`src/rtl/ttip_pkg.sv`:
```
// Package for the text-to-integer parser: widths, register map, parse phases
// and the character classification functions.
// No dependencies.
`default_nettype none

package ttip_pkg;

    // Default widths of the parsed value and of the stop offset
    localparam int VALUE_WIDTH_DEF  = 32;
    localparam int OFFSET_WIDTH_DEF = 16;

    // Character and register widths
    localparam int CHAR_W  = 8;
    localparam int BASE_W  = 5;
    localparam int DIGIT_W = 5;
    localparam int ADDR_W  = 3;
    localparam int APB_W   = 32;

    // Register map, as word index (byte address / 4)
    localparam logic REG_BASE = 1'b0;

    // Base after reset
    localparam logic [BASE_W-1:0] BASE_RESET = BASE_W'(10);

    // Marker for a byte that is not a digit
    localparam logic [DIGIT_W-1:0] NOT_DIGIT = DIGIT_W'(16);

    // Parse phase
    typedef enum logic [2:0] {
        PH_IDLE   = 3'd0,
        PH_SPACE  = 3'd1,
        PH_START  = 3'd2,
        PH_ZERO   = 3'd3,
        PH_DIGITS = 3'd4,
        PH_DONE   = 3'd5
    } phase_t;

    // Whitespace: space, TAB, LF, VT, FF, CR
    function automatic logic is_blank(input logic [CHAR_W-1:0] c);
        return (c == 8'h20) || ((c >= 8'h09) && (c <= 8'h0D));
    endfunction

    // Digit value 0 to 15, NOT_DIGIT for anything else
    function automatic logic [DIGIT_W-1:0] digit_of(input logic [CHAR_W-1:0] c);
        logic [DIGIT_W-1:0] d;
        d = NOT_DIGIT;
        if ((c >= 8'h30) && (c <= 8'h39))
        begin
            d = DIGIT_W'(c - 8'h30);
        end
        else if ((c >= 8'h61) && (c <= 8'h66))
        begin
            d = DIGIT_W'(c - 8'h61 + 8'd10);
        end
        else if ((c >= 8'h41) && (c <= 8'h46))
        begin
            d = DIGIT_W'(c - 8'h41 + 8'd10);
        end
        return d;
    endfunction

endpackage

`default_nettype wire

```
`src/rtl/ttip_stage.sv`:
```
// Register stage with valid/ready handshake for the text-to-integer parser.
// Takes a new word whenever it is empty or its word is being taken.
// No dependencies.
`default_nettype none

module ttip_stage #(
    parameter int W = 8
) (
    input  wire logic         clk,
    input  wire logic         rst_n,
    input  wire logic         in_valid,
    output logic              in_ready,
    input  wire logic [W-1:0] in_data,
    output logic              out_valid,
    input  wire logic         out_ready,
    output logic [W-1:0]      out_data
);

    logic         valid_reg;
    logic         valid_next;
    logic [W-1:0] data_reg;

    // Accept when empty or when the held word leaves this cycle
    assign in_ready = !valid_reg || out_ready;

    always_comb
    begin
        valid_next = valid_reg;
        if (in_ready)
        begin
            valid_next = in_valid;
        end
    end

    always_ff @(posedge clk or negedge rst_n)
    begin
        if (!rst_n)
        begin
            valid_reg <= 1'b0;
        end
        else
        begin
            valid_reg <= valid_next;
        end
    end

    // Load the payload on acceptance
    always_ff @(posedge clk)
    begin
        if (in_ready && in_valid)
        begin
            data_reg <= in_data;
        end
    end

    assign out_valid = valid_reg;
    assign out_data  = data_reg;

endmodule

`default_nettype wire

```
`src/rtl/ttip_core.sv`:
```
// Parse state and per-byte logic of the text-to-integer parser.
// Depends on ttip_pkg.
`default_nettype none

module ttip_core #(
    parameter int VALUE_WIDTH  = ttip_pkg::VALUE_WIDTH_DEF,
    parameter int OFFSET_WIDTH = ttip_pkg::OFFSET_WIDTH_DEF
) (
    input  wire logic                            clk,
    input  wire logic                            rst_n,
    input  wire logic                            item_valid,
    input  wire logic [ttip_pkg::CHAR_W-1:0]     char_in,
    input  wire logic                            first,
    input  wire logic [ttip_pkg::BASE_W-1:0]     base_setting,
    input  wire logic                            res_ready,
    output logic                                 res_valid,
    output logic [VALUE_WIDTH-1:0]               res_value,
    output logic [OFFSET_WIDTH-1:0]              res_offset
);

    localparam logic [OFFSET_WIDTH-1:0] OFFSET_MAX = {OFFSET_WIDTH{1'b1}};
    localparam logic [ttip_pkg::CHAR_W-1:0] CH_ZERO  = 8'h30;
    localparam logic [ttip_pkg::CHAR_W-1:0] CH_MINUS = 8'h2D;
    localparam logic [ttip_pkg::CHAR_W-1:0] CH_PLUS  = 8'h2B;
    localparam logic [ttip_pkg::CHAR_W-1:0] CH_LOW_X = 8'h78;
    localparam logic [ttip_pkg::CHAR_W-1:0] CH_UP_X  = 8'h58;
    localparam logic [ttip_pkg::BASE_W-1:0] BASE_AUTO = ttip_pkg::BASE_W'(0);
    localparam logic [ttip_pkg::BASE_W-1:0] BASE_OCT  = ttip_pkg::BASE_W'(8);
    localparam logic [ttip_pkg::BASE_W-1:0] BASE_DEC  = ttip_pkg::BASE_W'(10);
    localparam logic [ttip_pkg::BASE_W-1:0] BASE_HEX  = ttip_pkg::BASE_W'(16);

    ttip_pkg::phase_t              phase_reg, phase_next;
    logic                          negative_reg, negative_next;
    logic [ttip_pkg::BASE_W-1:0]   base_reg, base_next;
    logic [VALUE_WIDTH-1:0]        acc_reg, acc_next;
    logic [OFFSET_WIDTH-1:0]       count_reg, count_next;

    logic                          fire;
    logic                          emit;
    logic                          handled;
    logic                          take;
    logic [ttip_pkg::DIGIT_W-1:0]  digit;
    logic [VALUE_WIDTH-1:0]        acc_cur;
    logic [OFFSET_WIDTH-1:0]       count_cur;

    assign fire  = item_valid && res_ready;
    assign digit = ttip_pkg::digit_of(char_in);

    // Walk the phases for one byte: restart, blanks, sign, prefix, digit
    always_comb
    begin
        phase_next    = first ? ttip_pkg::PH_SPACE : phase_reg;
        negative_next = first ? 1'b0 : negative_reg;
        base_next     = first ? base_setting : base_reg;
        acc_cur       = first ? '0 : acc_reg;
        count_cur     = first ? '0 : count_reg;
        acc_next      = acc_cur;
        take          = 1'b0;
        emit          = 1'b0;
        handled       = (phase_next != ttip_pkg::PH_SPACE) && (phase_next != ttip_pkg::PH_START)
                     && (phase_next != ttip_pkg::PH_ZERO) && (phase_next != ttip_pkg::PH_DIGITS);

        if (!handled && phase_next == ttip_pkg::PH_SPACE)
        begin
            if (ttip_pkg::is_blank(char_in))
            begin
                take    = 1'b1;
                handled = 1'b1;
            end
            else if (char_in == CH_MINUS || char_in == CH_PLUS)
            begin
                negative_next = (char_in == CH_MINUS);
                take          = 1'b1;
                phase_next    = ttip_pkg::PH_START;
                handled       = 1'b1;
            end
            else
            begin
                phase_next = ttip_pkg::PH_START;
            end
        end

        if (!handled && phase_next == ttip_pkg::PH_START)
        begin
            if ((base_next == BASE_AUTO || base_next == BASE_HEX) && char_in == CH_ZERO)
            begin
                take       = 1'b1;
                phase_next = ttip_pkg::PH_ZERO;
                handled    = 1'b1;
            end
            else
            begin
                if (base_next == BASE_AUTO)
                begin
                    base_next = BASE_DEC;
                end
                phase_next = ttip_pkg::PH_DIGITS;
            end
        end

        if (!handled && phase_next == ttip_pkg::PH_ZERO)
        begin
            if (char_in == CH_LOW_X || char_in == CH_UP_X)
            begin
                base_next  = BASE_HEX;
                take       = 1'b1;
                phase_next = ttip_pkg::PH_DIGITS;
                handled    = 1'b1;
            end
            else
            begin
                if (base_next == BASE_AUTO)
                begin
                    base_next = BASE_OCT;
                end
                phase_next = ttip_pkg::PH_DIGITS;
            end
        end

        // Accumulate a digit below the base, otherwise stop and report
        if (!handled)
        begin
            if (digit != ttip_pkg::NOT_DIGIT && digit < base_next)
            begin
                acc_next = acc_cur * VALUE_WIDTH'(base_next) + VALUE_WIDTH'(digit);
                take     = 1'b1;
            end
            else
            begin
                emit       = 1'b1;
                phase_next = ttip_pkg::PH_DONE;
            end
        end

        // Offset saturates at its top value
        count_next = count_cur;
        if (take && count_cur != OFFSET_MAX)
        begin
            count_next = count_cur + 1'b1;
        end
    end

    assign res_valid  = item_valid && emit;
    assign res_value  = negative_next ? (VALUE_WIDTH'(0) - acc_cur) : acc_cur;
    assign res_offset = count_cur;

    // Advance the parse state on each accepted word
    always_ff @(posedge clk or negedge rst_n)
    begin
        if (!rst_n)
        begin
            phase_reg    <= ttip_pkg::PH_IDLE;
            negative_reg <= 1'b0;
            base_reg     <= '0;
            acc_reg      <= '0;
            count_reg    <= '0;
        end
        else if (fire)
        begin
            phase_reg    <= phase_next;
            negative_reg <= negative_next;
            base_reg     <= base_next;
            acc_reg      <= acc_next;
            count_reg    <= count_next;
        end
    end

endmodule

`default_nettype wire

```
`src/rtl/text_to_integer_parser.sv`:
```
// Top level of the text-to-integer parser: APB base register, input stage,
// parse core and result stage.
// Depends on ttip_pkg, ttip_stage and ttip_core.
`default_nettype none

// Parses a byte stream strtol-style: blanks, an optional sign, an optional
// 0x prefix (base 16) or automatic base detection (base 0), then digits.
// One byte is taken per cycle while the result register is not held full by
// m_tready low; each byte passes through an input register and the parse logic
// (a VALUE_WIDTH by 5-bit multiply-add) before its result, if any, lands in the
// output register. s_tuser marks the first byte of a string; the base register
// is latched at that byte and must be written over APB at byte address 0 only
// while the block is idle; the block itself does not enforce this. Each string
// that reaches a stopping byte yields one word on the output: value and the
// offset of the byte that stopped the parse.

module text_to_integer_parser #(
    parameter int VALUE_WIDTH  = ttip_pkg::VALUE_WIDTH_DEF,
    parameter int OFFSET_WIDTH = ttip_pkg::OFFSET_WIDTH_DEF
) (
    input  wire logic                          clk,
    input  wire logic                          rst_n,
    // APB configuration port
    input  wire logic                          psel,
    input  wire logic                          penable,
    input  wire logic                          pwrite,
    input  wire logic [ttip_pkg::ADDR_W-1:0]   paddr,
    input  wire logic [ttip_pkg::APB_W-1:0]    pwdata,
    output logic [ttip_pkg::APB_W-1:0]         prdata,
    output logic                               pready,
    // Input stream
    input  wire logic                          s_tvalid,
    output logic                               s_tready,
    input  wire logic [ttip_pkg::CHAR_W-1:0]   s_tdata,   // [7:0] char_in
    input  wire logic                          s_tuser,   // [0] first
    // Result stream
    output logic                               m_tvalid,
    input  wire logic                          m_tready,
    output logic [((VALUE_WIDTH+OFFSET_WIDTH+7)/8)*8-1:0] m_tdata
                                               // value, then stop_offset, zero fill
);

    localparam int TDATA_W = ((VALUE_WIDTH + OFFSET_WIDTH + 7) / 8) * 8;
    localparam int IN_W    = ttip_pkg::CHAR_W + 1;
    localparam int RES_W   = VALUE_WIDTH + OFFSET_WIDTH;

    logic [ttip_pkg::BASE_W-1:0] base_reg;
    logic                        cfg_write;

    logic                        item_valid;
    logic [IN_W-1:0]             item_data;
    logic                        res_ready;
    logic                        res_valid;
    logic [VALUE_WIDTH-1:0]      res_value;
    logic [OFFSET_WIDTH-1:0]     res_offset;
    logic [RES_W-1:0]            out_data;

    // Base register over APB
    assign pready    = 1'b1;
    assign cfg_write = psel && penable && pwrite && pready
                    && (paddr[2] == ttip_pkg::REG_BASE);

    always_ff @(posedge clk or negedge rst_n)
    begin
        if (!rst_n)
        begin
            base_reg <= ttip_pkg::BASE_RESET;
        end
        else if (cfg_write)
        begin
            base_reg <= pwdata[ttip_pkg::BASE_W-1:0];
        end
    end

    assign prdata = (paddr[2] == ttip_pkg::REG_BASE)
                  ? ttip_pkg::APB_W'(base_reg) : '0;

    // Input register
    ttip_stage #(
        .W (IN_W)
    ) u_in_stage (
        .clk       (clk),
        .rst_n     (rst_n),
        .in_valid  (s_tvalid),
        .in_ready  (s_tready),
        .in_data   ({s_tuser, s_tdata}),
        .out_valid (item_valid),
        .out_ready (res_ready),
        .out_data  (item_data)
    );

    // Parse logic and state
    ttip_core #(
        .VALUE_WIDTH  (VALUE_WIDTH),
        .OFFSET_WIDTH (OFFSET_WIDTH)
    ) u_core (
        .clk          (clk),
        .rst_n        (rst_n),
        .item_valid   (item_valid),
        .char_in      (item_data[ttip_pkg::CHAR_W-1:0]),
        .first        (item_data[IN_W-1]),
        .base_setting (base_reg),
        .res_ready    (res_ready),
        .res_valid    (res_valid),
        .res_value    (res_value),
        .res_offset   (res_offset)
    );

    // Result register
    ttip_stage #(
        .W (RES_W)
    ) u_out_stage (
        .clk       (clk),
        .rst_n     (rst_n),
        .in_valid  (res_valid),
        .in_ready  (res_ready),
        .in_data   ({res_offset, res_value}),
        .out_valid (m_tvalid),
        .out_ready (m_tready),
        .out_data  (out_data)
    );

    assign m_tdata = TDATA_W'(out_data);

endmodule

`default_nettype wire

```
`config.mk`:
```
export PLATFORM = sky130hd
export DESIGN_NAME = text_to_integer_parser
export DESIGN_NICKNAME = d
export VERILOG_FILES = /design/src/rtl/ttip_pkg.sv /design/src/rtl/ttip_stage.sv /design/src/rtl/ttip_core.sv /design/src/rtl/text_to_integer_parser.sv
export SDC_FILE = /design/constraint.sdc
export NUM_CORES = 1
export LEC_CHECK = 0
export ABC_CLOCK_PERIOD_IN_PS = 15380
export BUFFER_PORTS_ARGS = -buffer_cell sky130_fd_sc_hd__buf_2
export CORE_MARGIN = 1.5
export CORE_UTILIZATION = 42
export DETAILED_ROUTE_END_ITERATION = 16
export GPL_ROUTABILITY_DRIVEN = 0
export SKIP_CTS_REPAIR_TIMING = 1
export SYNTH_ARGS = -nofsm -noshare
export SYNTH_HDL_FRONTEND = slang
export SYNTH_SLANG_ARGS = --single-unit
```
`constraint.sdc`:
```
create_clock -name clk -period 15.38 [get_ports clk]
set_clock_uncertainty 0.1 [all_clocks]
set_input_delay 0.769 -clock clk [delete_from_list [all_inputs] [get_ports clk]]
set_output_delay 0.769 -clock clk [all_outputs]
set_load 0.05 [all_outputs]
```
== After elaboration in Yosys (flattened, before gate mapping) ==
Index checks and enable logic that the tools add are counted.

* Add/sub/neg operators: 8
* Multipliers: 1
* Order comparisons: 9
* Equal/unequal tests: 16
* Mux-type cells: 47
* Bitwise logic cells: 1
* Reduce and logical (&&, ||, !) cells: 33

{| class="wikitable"
|+ Operators by type and width
! operator !! number
|-
| two-way mux 32 bit || 4
|-
| two-way mux 5 bit || 11
|-
| adder 32 x 5 -> 32 bit || 1
|-
| equality test 8 x 6 -> 1 bit (second input constant) || 4
|-
| multiplier 32 x 5 -> 32 bit || 1
|-
| two-way mux 16 bit || 2
|-
| subtractor 1 x 32 -> 32 bit (first input constant) || 1
|-
| two-way mux 3 bit || 8
|-
| two-way mux 1 bit || 22
|-
| logical AND 1 bit || 20
|-
| adder 16 x 1 -> 16 bit (second input constant) || 1
|-
| equality test 8 x 7 -> 1 bit (second input constant) || 2
|-
| >= comparator 8 x 7 -> 1 bit (second input constant) || 2
|-
| <= comparator 8 x 7 -> 1 bit (second input constant) || 2
|-
| != test 16 bit (second input constant) || 1
|-
| adder 5 x 4 -> 5 bit (second input constant) || 2
|-
| zero test 5 bit || 2
|-
| subtractor 5 x 1 -> 5 bit (second input constant) || 2
|-
| >= comparator 8 x 4 -> 1 bit (second input constant) || 1
|-
| >= comparator 8 x 6 -> 1 bit (second input constant) || 1
|-
| <= comparator 8 x 4 -> 1 bit (second input constant) || 1
|-
| <= comparator 8 x 6 -> 1 bit (second input constant) || 1
|-
| equality test 3 x 2 -> 1 bit (second input constant) || 2
|-
| logical OR 1 bit || 6
|-
| other kinds (10) || 15
|}

* Flip-flop bits (word level): 121
* Input port bits: 51
* Output and inout bits: 83

== Logic depth before layout (Yosys ltp) ==
* Depth after elaboration: 21
* Gate-level depth with buffers: 26
* Mapped depth without buffers: 25

== Modules after synthesis ==
Synthesis repeated with hierarchy kept, for this count alone.

* Cells, all modules: 1289
* Area total of the unflattened synthesis: 11447.2 µm²

{| class="wikitable"
|+ Modules (own cells, without submodules)
! module !! instances !! cells each !! area each (µm²) !! sequential area each (µm²)
|-
| ttip_core || 1 || 1178 || 9158.8 || 1426.4
|-
| ttip_stage (u_out_stage) || 1 || 52 || 1495.2 || 1466.4
|-
| text_to_integer_parser || 1 || 46 || 469.2 || 127.6
|-
| ttip_stage (u_in_stage) || 1 || 13 || 324.1 || 295.3
|}

== Worst setup path before layout ==
No wires, ideal clock.

* Kind: register -> register
* Start point: reg u_in_stage.data_reg[0] (netlist: u_in_stage.out_data[0])
* End point: reg u_core.acc_reg[31]
* Library setup time: 122 ps
* Data arrival time: 6218 ps
* Setup slack: 8941 ps
* Stages on the path, launching flop included: 26
* Path buffers: 2
* Period minus slack after synthesis: 6439 ps
* Path through: edfxtp_1 > ha_1 > mux2_4 > mux2_4 > a2111oi_4 > o22ai_1 > nand2_1 > nand2_1 > clkbuf_1 > buf_1 > nor2_1 > fa_1 > fa_1 > inv_1 > fa_1 > inv_1 > ha_1 > a21oi_1 > o22ai_1 > or4_1 > a31o_2 > a31o_2 > a21oi_1 > o21ai_0 > a21o_1 > a32o_1

* Word-level cells in the longest chain between the ends: 16
* Elaborated cells between the ends (all ways): 60

{| class="wikitable"
|+ RTL lines
! item !! RTL line !! RTL
|-
| start: declaration || ttip_stage.sv:21 || <nowiki>logic [W-1:0] data_reg;</nowiki>
|-
| start signal: assignment || ttip_stage.sv:52 || <nowiki>data_reg <= in_data;</nowiki>
|-
| >= comparator 8 x 4 -> 1 bit (tied with other cells) || ttip_pkg.sv:40 || <nowiki>return (c == 8'h20) || ((c >= 8'h09) && (c <= 8'h0D));</nowiki>
|-
| logical AND 1 bit / logical OR 1 bit (equally long branches) || ttip_pkg.sv:40, ttip_core.sv:70 ||
|-
| logical OR 1 bit / two-way mux 1 bit (equally long branches) || ttip_pkg.sv:40, ttip_core.sv:70 ||
|-
| two-way mux 3 bit / two-way mux 1 bit (equally long branches) || ttip_core.sv:65 || <nowiki>if (ttip_pkg::is_blank(char_in))</nowiki>
|-
| two-way mux 3 bit / two-way mux 1 bit (equally long branches) || ttip_core.sv:63 || <nowiki>if (!handled && phase_next == ttip_pkg::PH_SPACE)</nowiki>
|-
| equality test 3 x 2 -> 1 bit / zero test 1 bit (equally long branches) || ttip_core.sv:83 || <nowiki>if (!handled && phase_next == ttip_pkg::PH_START)</nowiki>
|-
| logical AND 1 bit || ttip_core.sv:83 ||
|-
| two-way mux 5 bit || ttip_core.sv:83 ||
|-
| zero test 5 bit || ttip_core.sv:112 || <nowiki>if (base_next == BASE_AUTO)</nowiki>
|-
| two-way mux 5 bit || ttip_core.sv:112 ||
|-
| two-way mux 5 bit || ttip_core.sv:103 || <nowiki>if (char_in == CH_LOW_X || char_in == CH_UP_X)</nowiki>
|-
| two-way mux 5 bit || ttip_core.sv:101 || <nowiki>if (!handled && phase_next == ttip_pkg::PH_ZERO)</nowiki>
|-
| multiplier 32 x 5 -> 32 bit / < comparator 5 bit (equally long branches) || ttip_core.sv:125, ttip_core.sv:123 ||
|-
| adder 32 x 5 -> 32 bit / logical AND 1 bit (equally long branches) || ttip_core.sv:125, ttip_core.sv:123 ||
|-
| two-way mux 32 bit || ttip_core.sv:123 || <nowiki>if (digit != ttip_pkg::NOT_DIGIT && digit < base_next)</nowiki>
|-
| two-way mux 32 bit * || ttip_core.sv:121 || <nowiki>if (!handled)</nowiki>
|-
| end signal: assignment || ttip_core.sv:163 || <nowiki>acc_reg <= acc_next;</nowiki>
|-
| end: declaration || ttip_core.sv:35 || <nowiki>logic [VALUE_WIDTH-1:0] acc_reg, acc_next;</nowiki>
|}

Mark *: on every way between the ends. The rest lies on a longest branch, timed or not.
A chain may end at the register's enable or synchronous reset.

== Worst setup path in the final report ==
* Start point: reg u_in_stage.data_reg[8] (netlist: u_in_stage.out_data[8])
* End point: reg u_core.acc_reg[31]

* Word-level cells in the longest chain between the ends: 19
* Elaborated cells between the ends (all ways): 47

{| class="wikitable"
|+ RTL lines
! item !! RTL line !! RTL
|-
| two-way mux 3 bit || ttip_core.sv:52 || <nowiki>phase_next = first ? ttip_pkg::PH_SPACE : phase_reg;</nowiki>
|-
| != test 3 x 1 -> 1 bit / != test 3 x 2 -> 1 bit (equally long branches) || ttip_core.sv:60 || <nowiki>handled = (phase_next != ttip_pkg::PH_SPACE) && (phase_next != ttip_pkg::PH_START)</nowiki>
|-
| logical AND 1 bit || ttip_core.sv:60 ||
|-
| logical AND 1 bit (2 in series) || ttip_core.sv:61 || <nowiki>&& (phase_next != ttip_pkg::PH_ZERO) && (phase_next != ttip_pkg::PH_DIGITS);</nowiki>
|-
| zero test 1 bit / two-way mux 1 bit (equally long branches) || ttip_core.sv:63, ttip_core.sv:70 ||
|-
| logical AND 1 bit / two-way mux 1 bit (equally long branches) || ttip_core.sv:63, ttip_core.sv:65 ||
|-
| two-way mux 3 bit / two-way mux 1 bit (equally long branches) || ttip_core.sv:63 ||
|-
| equality test 3 x 2 -> 1 bit / zero test 1 bit (equally long branches) || ttip_core.sv:83 ||
|-
| [2 not listed] || n/a ||
|-
| zero test 5 bit || ttip_core.sv:112 ||
|-
| two-way mux 5 bit || ttip_core.sv:112 ||
|-
| two-way mux 5 bit || ttip_core.sv:103 ||
|-
| two-way mux 5 bit || ttip_core.sv:101 ||
|-
| multiplier 32 x 5 -> 32 bit / < comparator 5 bit (equally long branches) || ttip_core.sv:125, ttip_core.sv:123 ||
|-
| adder 32 x 5 -> 32 bit / logical AND 1 bit (equally long branches) || ttip_core.sv:125, ttip_core.sv:123 ||
|-
| two-way mux 32 bit || ttip_core.sv:123 ||
|-
| two-way mux 32 bit * || ttip_core.sv:121 ||
|}

Marked as above.

==> impl_metrics.tcl <==
set metrics [dict create \
    synth_edf_count 57 \
    p_sw_mw 0.499 \
    die_area_um2 28300 \
    firstDrtPassIters 4 \
    fp.dieW_um 168 \
    hp-class "flip-flop to flip-flop" \
    peakVddDrop_mv 0.0579 \
    area.growth.synth_to_final_pct 10.3 \
    tns_ns 0 \
    hpwl_um 19000 \
    critPathMostFrequentCell "o21ai_0" \
    regArea_um2 3320 \
    synth_warnings 0 \
    drive_gt1_frac 0.122 \
    clkPwrFrac 0.330 \
    worst_pin_slew_ns 1.14 \
    hold_viol_final 0 \
    combPwrFrac 0.320 \
    nFillCells 2589 \
    num_vias 8909 \
    largest_reg_flops 48 \
    cts_sinks 121 \
    numPortBuffers 76 \
    synth_top_area_share 0.152 \
    power.internal_mw 0.744 \
    path_buf_inv 4 \
    synth_top_area_cell "fa_1" \
    rsz0062_at_grt "no" \
    path_clk_slew_ns 0.06 \
    synthCells 1285 \
    timing.final.crit_share 0.504 \
    clockBufferDepth 2 \
    p_per_area_nw_per_um2 98.3 \
    synthesis.area_um2 11500 \
    setup_viol_count_final 0 \
    worstHoldStart "u_core.negative_reg" \
    synth_seq_cells 121 \
    stdcell_area_um2 12600 \
    max_stage_delay_ns 0.66 \
    cts_max_level 4 \
    design_power_total_mw 1.24 \
    synthFlopType "dfrtp_1" \
    grt_pass1_wl_um 44400 \
    clock_latency_ns 0.41 \
    die_h_um 168 \
    multi_input_area_um2 7210 \
    place_area_um2 12000 \
    grt_pass1_vias 8892 \
    root_buffer "clkbuf_16" \
    critPathArrivalTime_ns 7.94 \
    critPathSlowestCell "buf_4" \
    tritoncts "built" \
    viasPerCell 5.27 \
    end_kind "flip-flop" \
    power_switching_share 0.401 \
    yosysSeqAreaShare 0.289 \
    crit_path_start_kind "flip-flop" \
    routed_wl_um 26000 \
    grt_max_degree 79 \
    maxSlewHeadroom 0.241 \
    drtIter0Drc 578 \
    nNetsFinal 1545 \
    min_period_ns 7.75 \
    critPathTopFamily "compound AO/OA/AOI/OAI gates" \
    numCtsBuffers 17 \
    crit_fanout 78 \
    synth.area.top_cells "fa_1 (15%), edfxtp_1 (15%), dfrtp_1 (14%)" \
    crit_type "flip-flop to flip-flop" \
    startpoint "u_in_stage.out_data[8]" \
    crit_chain "buf_4, buf_4, nor4b_1, o22ai_1, a2111oi_4, o22ai_1, nand2_1, nand2_1, buf_4, or2_2, fa_1, fa_1, fa_1, inv_1, ha_1, o21ai_0, o21ai_0, a31oi_1, o21ai_0, a31o_2, a21oi_1, o21ai_0, a21o_1, a32o_1" \
    cp.required_ns 15.57 \
    antenna_found_initial 0 \
    r2r-start "u_in_stage.out_data[8]" \
    io_pins 134 \
    core_um2 26900 \
    start_util 0.426 \
    antenna_left 0 \
    synthDistinctLibCells 79 \
    overflow 0 \
    grtUsageTotal 0.194 \
    cap_violations 0 \
    p_seq_frac 0.350 \
    std_cell_rows 60 \
    final-max-slew-violation-count 0 \
    drc_errors 0 \
    leakage_nw 5.74 \
    diodes 0 \
    wl_per_cell_um 15.4 \
    synth_most_common_cell "nor2_1" \
    status "completed" \
    yosys-top-cells-count "nor2_1 (187), inv_1 (166), fa_1 (87), ha_1 (72), nand2_1 (63)" \
    syn_avg_cell_area_um2 8.92 \
    max_freq_mhz 129 \
    async_flop_share 0.529 \
]
kinds of logic after synthesis:
group,synth area share
and+or+nand+nor,0.199
buffers and inverters,0.0926
AOI/OAI and AO/OA,0.133
adders and majority gates,0.231
DFF,0.289
xor gates and xnor gates,0.0420
muxes,0.0129
other,0.000655
final timing paths:
check,endpoint,slack [ns],cells past startpoint
worst max-delay path,u_core.acc_reg[31],7.63,24
worst min-delay path,u_core.negative_reg,0.40,2
worst max register to register,u_core.acc_reg[31],7.63,24
worst min register to register,u_core.negative_reg,0.40,2
max in group asynchronous,u_core.acc_reg[27],14.20,2
min in group asynchronous,base_reg[2],0.45,2
cell type report:
class	instances	share of cell area
clock buffers	22	0.0385
clock inverters	10	0.00901
inverters	167	0.0496
multi-input cells	941	0.570
flip-flops and latches	121	0.262
well taps	341	0.0337
repair buffers	87	0.0366
stage by stage:
step           hold WS (ns)  setup WS (ns)  instances   util
3_5_place_dp          0.385           7.70       1657  0.448
3_3_place_gp          0.368           7.73       1657  0.448
5_1_grt               0.409           7.02       1689  0.470
4_1_cts               0.399           7.65       1689  0.470
6_report              0.399           7.63       1689  0.470
2_1_floorplan         0.351           8.94       1311      -
worst min-delay path: cells and delay by family (launching register included):
kind | cells | cell delay (ns)
compound gates | 1 | 0.07
flops | 1 | 0.35
simple gates | 1 | 0.05
per-layer routing:
layer  vias to the layer above  track usage  wire length (um)
met2                       181        0.330             12500
met1                      4347        0.262             12300
met5                         -            0                 0
met3                        29       0.0268               894
li1                       4352            -                 -
met4                         0       0.0458               308
cells in the final DEF, fill, tap and decap left out, types with 5 or more instances in the layout:
cell	netlist	routed
nor2b_1	29	29
clkbuf_16	0	19
nor3_1	31	31
o31ai_1	9	9
nand2_1	63	63
edfxtp_1	57	57
dfrtp_1	62	62
nand3_1	33	33
xnor2_1	36	36
o22ai_1	7	7
or2_2	12	12
buf_4	29	11
or3_1	5	5
inv_1	166	165
xor2_1	19	19
and2_1	9	9
nand2b_1	41	41
nor2_1	187	187
mux2_2	6	6
nand4_1	5	5
a21o_1	10	10
a21oi_1	51	51
ha_1	72	72
a31oi_1	5	5
conb_1	2	28
o21ai_0	61	61
buf_2	8	76
mux2i_1	5	5
nor4_1	7	7
a22o_1	30	30
fa_1	87	87
o21bai_1	9	7
power by group through the flow:
stage          registers [mW]  logic (mW)  clock network (mW)
6_report                0.435       0.398               0.410
5_1_grt                 0.442       0.425               0.434
4_1_cts                 0.435       0.401               0.417
3_5_place_dp            0.441       0.400                   0
3_3_place_gp            0.440       0.398                   0
2_1_floorplan           0.546       0.190                   0
Note: power is estimated with default switching activity, not from simulation.
